==> src/assert_macros.svh <==
// Assertion macros used by the key cache top level.
`ifndef ASSERT_MACROS_SVH
`define ASSERT_MACROS_SVH

// Same-cycle implication, checked on the rising clock edge outside reset.
`define LKC_ASSERT_IMPL(lbl, ante, cons) \
    lbl: assert property (@(posedge i_clk) disable iff (!i_rst_n) (ante) |-> (cons)) \
        else $error("assertion failed: lbl");

// Next-cycle implication, checked on the rising clock edge outside reset.
`define LKC_ASSERT_NEXT(lbl, ante, cons) \
    lbl: assert property (@(posedge i_clk) disable iff (!i_rst_n) (ante) |=> (cons)) \
        else $error("assertion failed: lbl");

`endif

==> src/lkc_pkg.sv <==
// Shared constants and types for the LRU key cache.
package lkc_pkg;

    localparam int KEY_W               = 32;
    localparam int CAP_W               = 5;
    localparam int DEFAULT_MAX_ENTRIES = 16;
    localparam logic [CAP_W-1:0] CAP_RESET = 5'd4;

    // Data handed from one cell to the next one back in recency order.
    typedef struct packed {
        logic [KEY_W-1:0] key;
        logic             valid;
        logic             shift;
    } t_link;

    // Control broadcast to every cell.
    typedef struct packed {
        logic step;
        logic clear;
    } t_cell_ctrl;

endpackage

==> src/lru_key_cache_hit_tracker.sv <==
// Top level of the fully associative LRU key cache with hit reporting.
// Usage:
//   A request is taken at a rising edge where start is high and busy is low.
//   busy is always low, so one key may be presented in every cycle.
//   Each request yields one result: o_hit_valid pulses for one cycle, in the
//   cycle after the request, with o_hit set if the key was already held.
//   The receiver cannot stall; results must be taken as they appear.
//   Throughput is one request per cycle. The slot chain compares every slot
//   against the key and shifts slots back in the same cycle, so the ripple
//   of the shift enable through the row of cells sets the cycle time.
//   Writing i_cfg_capacity with i_cfg_we sets the capacity (0 acts as 1,
//   values above MAX_ENTRIES act as MAX_ENTRIES) and empties the store.
//   Write it only while no request is in flight.
//   Reset (i_rst_n low, synchronous) empties the store, sets the capacity
//   to 4 and drops any pending result.
module lru_key_cache_hit_tracker #(
    parameter int MAX_ENTRIES = lkc_pkg::DEFAULT_MAX_ENTRIES
) (
    input  logic                              i_clk,
    input  logic                              i_rst_n,
    input  logic                              start,
    output logic                              busy,
    input  logic signed [lkc_pkg::KEY_W-1:0]  i_key,
    input  logic                              i_cfg_we,
    input  logic [lkc_pkg::CAP_W-1:0]         i_cfg_capacity,
    output logic                              o_hit_valid,
    output logic                              o_hit
);

    `include "assert_macros.svh"

    localparam int CNT_W = ($clog2(MAX_ENTRIES + 1) > lkc_pkg::CAP_W) ?
                           $clog2(MAX_ENTRIES + 1) : lkc_pkg::CAP_W;

    logic [lkc_pkg::CAP_W-1:0] r_capacity;
    logic [CNT_W-1:0]          w_cap_wide;
    logic [CNT_W-1:0]          w_eff_cap;
    logic                      r_hit_valid;
    logic                      r_hit;
    logic                      w_accept;
    lkc_pkg::t_cell_ctrl       w_ctrl;
    lkc_pkg::t_link            w_link [MAX_ENTRIES+1];
    logic [MAX_ENTRIES-1:0]    w_match;
    logic [MAX_ENTRIES-1:0]    w_valid;
    logic [MAX_ENTRIES-1:0]    w_in_cap;

    // The chain never stalls, so busy is tied low.
    assign busy     = 1'b0;
    assign w_accept = start && !busy;

    // Capacity register.
    always_ff @(posedge i_clk) begin
        if (!i_rst_n) begin
            r_capacity <= lkc_pkg::CAP_RESET;
        end else if (i_cfg_we) begin
            r_capacity <= i_cfg_capacity;
        end
    end

    // Effective capacity: at least one slot, at most the size of the chain.
    assign w_cap_wide = CNT_W'(r_capacity);
    always_comb begin
        if (w_cap_wide == '0) begin
            w_eff_cap = CNT_W'(1);
        end else if (w_cap_wide > CNT_W'(MAX_ENTRIES)) begin
            w_eff_cap = CNT_W'(MAX_ENTRIES);
        end else begin
            w_eff_cap = w_cap_wide;
        end
    end

    // Broadcast control to the cells.
    assign w_ctrl.step  = w_accept;
    assign w_ctrl.clear = i_cfg_we;

    // The head of the chain receives the requested key.
    assign w_link[0].key   = i_key;
    assign w_link[0].valid = 1'b1;
    assign w_link[0].shift = 1'b1;

    // Row of cells, most recent first.
    for (genvar g = 0; g < MAX_ENTRIES; g++) begin : g_cell
        assign w_in_cap[g] = (CNT_W'(g) < w_eff_cap);

        lkc_cell u_cell (
            .i_clk    (i_clk),
            .i_rst_n  (i_rst_n),
            .i_ctrl   (w_ctrl),
            .i_search (i_key),
            .i_in_cap (w_in_cap[g]),
            .i_link   (w_link[g]),
            .o_link   (w_link[g+1]),
            .o_match  (w_match[g]),
            .o_valid  (w_valid[g])
        );
    end

    // Result register: one strobe per accepted request.
    always_ff @(posedge i_clk) begin
        if (!i_rst_n) begin
            r_hit_valid <= 1'b0;
        end else begin
            r_hit_valid <= w_accept;
        end
    end

    always_ff @(posedge i_clk) begin
        if (w_accept) begin
            r_hit <= |w_match;
        end
    end

    assign o_hit_valid = r_hit_valid;
    assign o_hit       = r_hit;

    // A held key lives in exactly one slot.
    `LKC_ASSERT_IMPL(a_single_match, 1'b1, $onehot0(w_match))
    // Valid slots form a run starting at the head of the chain.
    `LKC_ASSERT_IMPL(a_valid_run, 1'b1, ((w_valid >> 1) & ~w_valid) == '0)
    // Every accepted request produces a result in the next cycle.
    `LKC_ASSERT_NEXT(a_result_follows, w_accept, o_hit_valid)
    // A capacity write empties the store.
    `LKC_ASSERT_NEXT(a_cfg_clears, i_cfg_we && !w_accept, w_valid == '0)

endmodule

==> src/lkc_cell.sv <==
// One slot of the recency chain: holds a key, compares it and shifts it back.
module lkc_cell (
    input  logic                           i_clk,
    input  logic                           i_rst_n,
    input  lkc_pkg::t_cell_ctrl            i_ctrl,
    input  logic [lkc_pkg::KEY_W-1:0]      i_search,
    input  logic                           i_in_cap,
    input  lkc_pkg::t_link                 i_link,
    output lkc_pkg::t_link                 o_link,
    output logic                           o_match,
    output logic                           o_valid
);

    logic [lkc_pkg::KEY_W-1:0] r_key;
    logic                      r_valid;
    logic                      w_shift;

    // Compare the held key against the key of the current request.
    assign o_match = r_valid && (r_key == i_search);
    assign o_valid = r_valid;

    // In capacity, a slot takes its neighbor's key if no slot ahead matched.
    assign w_shift = i_link.shift && i_in_cap;

    // Hand the current contents back to the next slot.
    assign o_link.key   = r_key;
    assign o_link.valid = r_valid;
    assign o_link.shift = w_shift && !o_match;

    // Valid bit is control state and is cleared by reset or a capacity write.
    always_ff @(posedge i_clk) begin
        if (!i_rst_n || i_ctrl.clear) begin
            r_valid <= 1'b0;
        end else if (i_ctrl.step && w_shift) begin
            r_valid <= i_link.valid;
        end
    end

    // Key storage needs no reset.
    always_ff @(posedge i_clk) begin
        if (i_ctrl.step && w_shift) begin
            r_key <= i_link.key;
        end
    end

endmodule
==> config.mk <==
export PLATFORM = sky130hd
export DESIGN_NAME = lru_key_cache_hit_tracker
export DESIGN_NICKNAME = d
export VERILOG_FILES = /design/src/lkc_pkg.sv /design/src/lru_key_cache_hit_tracker.sv /design/src/lkc_cell.sv
export VERILOG_INCLUDE_DIRS = /design/src /design/src/src
export SDC_FILE = /design/constraint.sdc
export NUM_CORES = 1
export LEC_CHECK = 0
export BUFFER_PORTS_ARGS = -buffer_cell sky130_fd_sc_hd__buf_4
export CAP_MARGIN = 20
export CORE_ASPECT_RATIO = 0.9
export CORE_MARGIN = 3
export CORE_UTILIZATION = 40
export CTS_BUF_LIST = sky130_fd_sc_hd__clkbuf_16
export DETAILED_ROUTE_END_ITERATION = 6
export GPL_ROUTABILITY_DRIVEN = 0
export GPL_TIMING_DRIVEN = 0
export HOLD_SLACK_MARGIN = 0.03
export PLACE_DENSITY = 0.63
export SLEW_MARGIN = 20
export SYNTH_ARGS = -nofsm -noshare
export SYNTH_HDL_FRONTEND = slang
export SYNTH_SLANG_ARGS = --single-unit
==> constraint.sdc <==
create_clock -name i_clk -period 8.3 [get_ports i_clk]
set_input_delay 1.66 -clock i_clk [delete_from_list [all_inputs] [get_ports i_clk]]
set_output_delay 1.66 -clock i_clk [all_outputs]
set_load 0.05 [all_outputs]
==> flow_metrics.py <==
metrics = {
    "run_status": {
        "status": "finished clean",
    },
    "route": {
        "vias": 12400,
        "wire_per_inst_um": 27.5,
        "antenna_left": 0,
        "first_pass_iters": 5,
        "drtIter0Drc": 1367,
        "via_per_inst": 5.29,
        "drt_wl_total_mm": 64.3,
        "drc_errors": 0,
    },
    "sta": {
        "worstMarginPinSlew_ns": 1.05,
        "slew_violations": 0,
        "fmax_mhz": 208,
        "maxSlewHeadroom": 0.290,
        "hold_viol_final": 0,
        "finalClockSkew_ns": 0.0312,
        "rsz0062_at_grt": "no",
        "hold-worst-slack_ns": 0.468,
        "finalCritPeriodShare": 0.579,
        "fin_crit_ns": 4.80,
        "layout_setup_ws_ns": 3.50,
        "setup_viol": 0,
    },
    "logic_synthesis": {
        "yosysTopAreaCell": "edfxtp_1",
        "synth_edf_count": 513,
        "synth.avg_cell_area_um2": 16.0,
        "seq_area_frac_synth": 0.694,
        "synth_warnings": 0,
        "synthTopCellsByArea": "edfxtp_1 67%, xnor2_1 12%, xor2_1 7.4%, nand4_1 2.2%, dfxtp_1 1.9%",
        "yosysTopAreaCellShare": 0.674,
        "synth_area_mm2": 0.0228,
        "ys_ff_latch": 535,
        "synth_cells": 1424,
        "synthDistinctLibCells": 42,
        "synthFlopType": "edfxtp_1",
        "synthArstFlopShare": 0,
        "synth_nets": 1465,
    },
    "clock_tree": {
        "cts_setup_buffers": 0,
        "cts_tree": "yes",
        "htreeDepth": 2,
        "clk_pin_slew_ns": 0.07,
        "root_buffer": "clkbuf_16",
        "clockBufferDepth": 3,
        "cts_hold_buf": 0,
        "insertion_delay_ns": 0.61,
        "cts_sinks": 535,
        "cts_resized": 0,
        "cts_made_buffers": 52,
    },
    "critical_path": {
        "cp_data_required_time_ns": 8.60,
        "cp.arrival_ns": 5.10,
        "critical_path_class": "in -> reg",
        "rrSetupSlack_ns": 4.69,
        "cp-end-kind": "register",
        "crit_fanout": 15,
        "start_kind": "input port",
    },
    "pwr": {
        "sw_frac_of_total": 0.230,
        "pwr-share-clk": 0.402,
        "p_leak_nw": 8.48,
        "ir_worst_vdd_mv": 0.191,
        "intPower_w": 0.00467,
        "pwr-share-comb": 0.080,
        "power.share.sequential": 0.518,
        "power.switching_w": 0.00140,
        "power.density_mw_per_mm2": 231,
    },
    "global_routing": {
        "top_usage_layer": "met2",
        "gr-usage-met1": 0.264,
        "grt_max_degree": 34,
        "track_usage": 0.213,
        "grt_pass1_vias": 12500,
        "grt_use_met3": 0.0731,
        "gr-total-overflow": 0,
        "use_met2": 0.345,
        "antenna_found_initial": 0,
        "grt_pass1_wl_mm": 89.3,
    },
    "die": {
        "rows": 82,
        "coreArea_mm2": 0.0561,
        "start_util": 0.407,
        "ios": 44,
        "dieArea_mm2": 0.0600,
        "die_h_um": 233,
        "fp.dieW_um": 258,
    },
    "placement": {
        "pre_cts_ws_ns": 3.04,
        "dp_hpwl_mm": 47.1,
        "io_buffers": 41,
    },
    "worst_hold_path": {
        "hp-class": "reg -> reg",
    },
    "layout": {
        "final_common_cell": "edfxtp_1",
        "final_cell_mix": "513 x edfxtp_1, 313 x xnor2_1, 193 x xor2_1, 80 x nand4_1, 68 x buf_4",
        "fin_nets": 1582,
        "area_delta_synth_final_pct": 14.9,
        "num_antenna_cells": 0,
        "drive_above_1_share": 0.140,
    },
    "job": {
        "cap_violations": 0,
    },
}
logic make-up (layout without fill, tap and decap cells):
group                     after synthesis  after routing  synth area share
muxes                                  18             18           0.00789
and+or+nand+nor                       261            261            0.0661
other                                   1              1          0.000164
xor gates and xnor gates              506            506             0.194
buffers and inverters                  81            241            0.0313
DFF                                   535            535             0.694
AOI/OAI and AO/OA                      22             22           0.00690
critical path: stages:
cell and delay (ns):
buf_4 0.09, buf_4 0.26, buf_6 0.31, xnor2_1 0.12, nand4_1 0.29, nor3_1 0.11, nand4_1 0.31, nand3_1 0.31
or4_1 0.75, nor3b_4 0.44, buf_6 0.25, buf_8 0.19
cells in the mapped netlist, drive strengths merged, types with 2 or more instances:
cell type	count
a21oi	5
a31oi	2
and3	7
and3b	2
buf	67
clkbuf	7
dfxtp	22
edfxtp	513
inv	7
mux2i	18
nand2	30
nand2b	6
nand3	25
nand4	80
nor2	17
nor2b	6
nor3	20
nor3b	2
nor4	56
o2111ai	4
o21ai	5
or3	2
or4	5
xnor2	313
xor2	193
worst paths after layout:
kind	end	cells after the start	from
setup / recovery	g_cell[6].u_cell.r_key[28]	12	i_key[23]
hold / removal	g_cell[3].u_cell.r_key[19]	0	g_cell[2].u_cell.r_key[19]
setup reg to reg	g_cell[8].u_cell.r_key[1]	10	g_cell[2].u_cell.r_key[20]
hold reg to reg	g_cell[3].u_cell.r_key[19]	0	g_cell[2].u_cell.r_key[19]
area by class of cell:
| class | count | area, um2 |
|---|---|---|
| plain buffers | 74 | 689 |
| clock buffers | 54 | 1350 |
| clock inverters | 43 | 393 |
| fillers | 4881 | 29900 |
| inverters | 7 | 26.3 |
| multi-input cells | 808 | 6360 |
| flip-flops and latches | 535 | 15800 |
| well taps | 756 | 946 |
| repair buffers | 63 | 634 |
state kept, by name (all words and copies together) (netlist names):
| name | flops |
|---|---|
| o_hit_valid | 1 |
| g_cell.u_cell.r_key | 512 |
| g_cell.u_cell.o_valid | 16 |
| r_capacity | 5 |
| o_hit | 1 |
routing by layer:
metal | vias to the layer above | part of all wire
li1 | 5439 | -
met1 | 6271 | 0.40
met2 | 527 | 0.47
met3 | 131 | 0.096
met4 | 0 | 0.041
met5 | - | 0
power by group through the flow:
stage / logic [W] / registers [W] / clock network [W]
floorplan: 0.000299 / 0.00317 / 0
global placement: 0.000455 / 0.00320 / 0
detailed placement: 0.000478 / 0.00320 / 0
CTS: 0.000481 / 0.00314 / 0.00247
global route: 0.000508 / 0.00315 / 0.00258
finish: 0.000484 / 0.00314 / 0.00244
metrics by stage:
stage	cell area [um2]	total power [W]	util	std cells	setup TNS [ns]
floorplan	22800	0.00347	-	1424	0
global placement	24100	0.00366	0.429	2221	-90.43
detailed placement	24500	0.00368	0.437	2243	0
CTS	26200	0.00609	0.468	2340	0
global route	26200	0.00624	0.468	2340	0
finish	26200	0.00607	0.468	2340	0
Power figures use the tool's default switching activity.
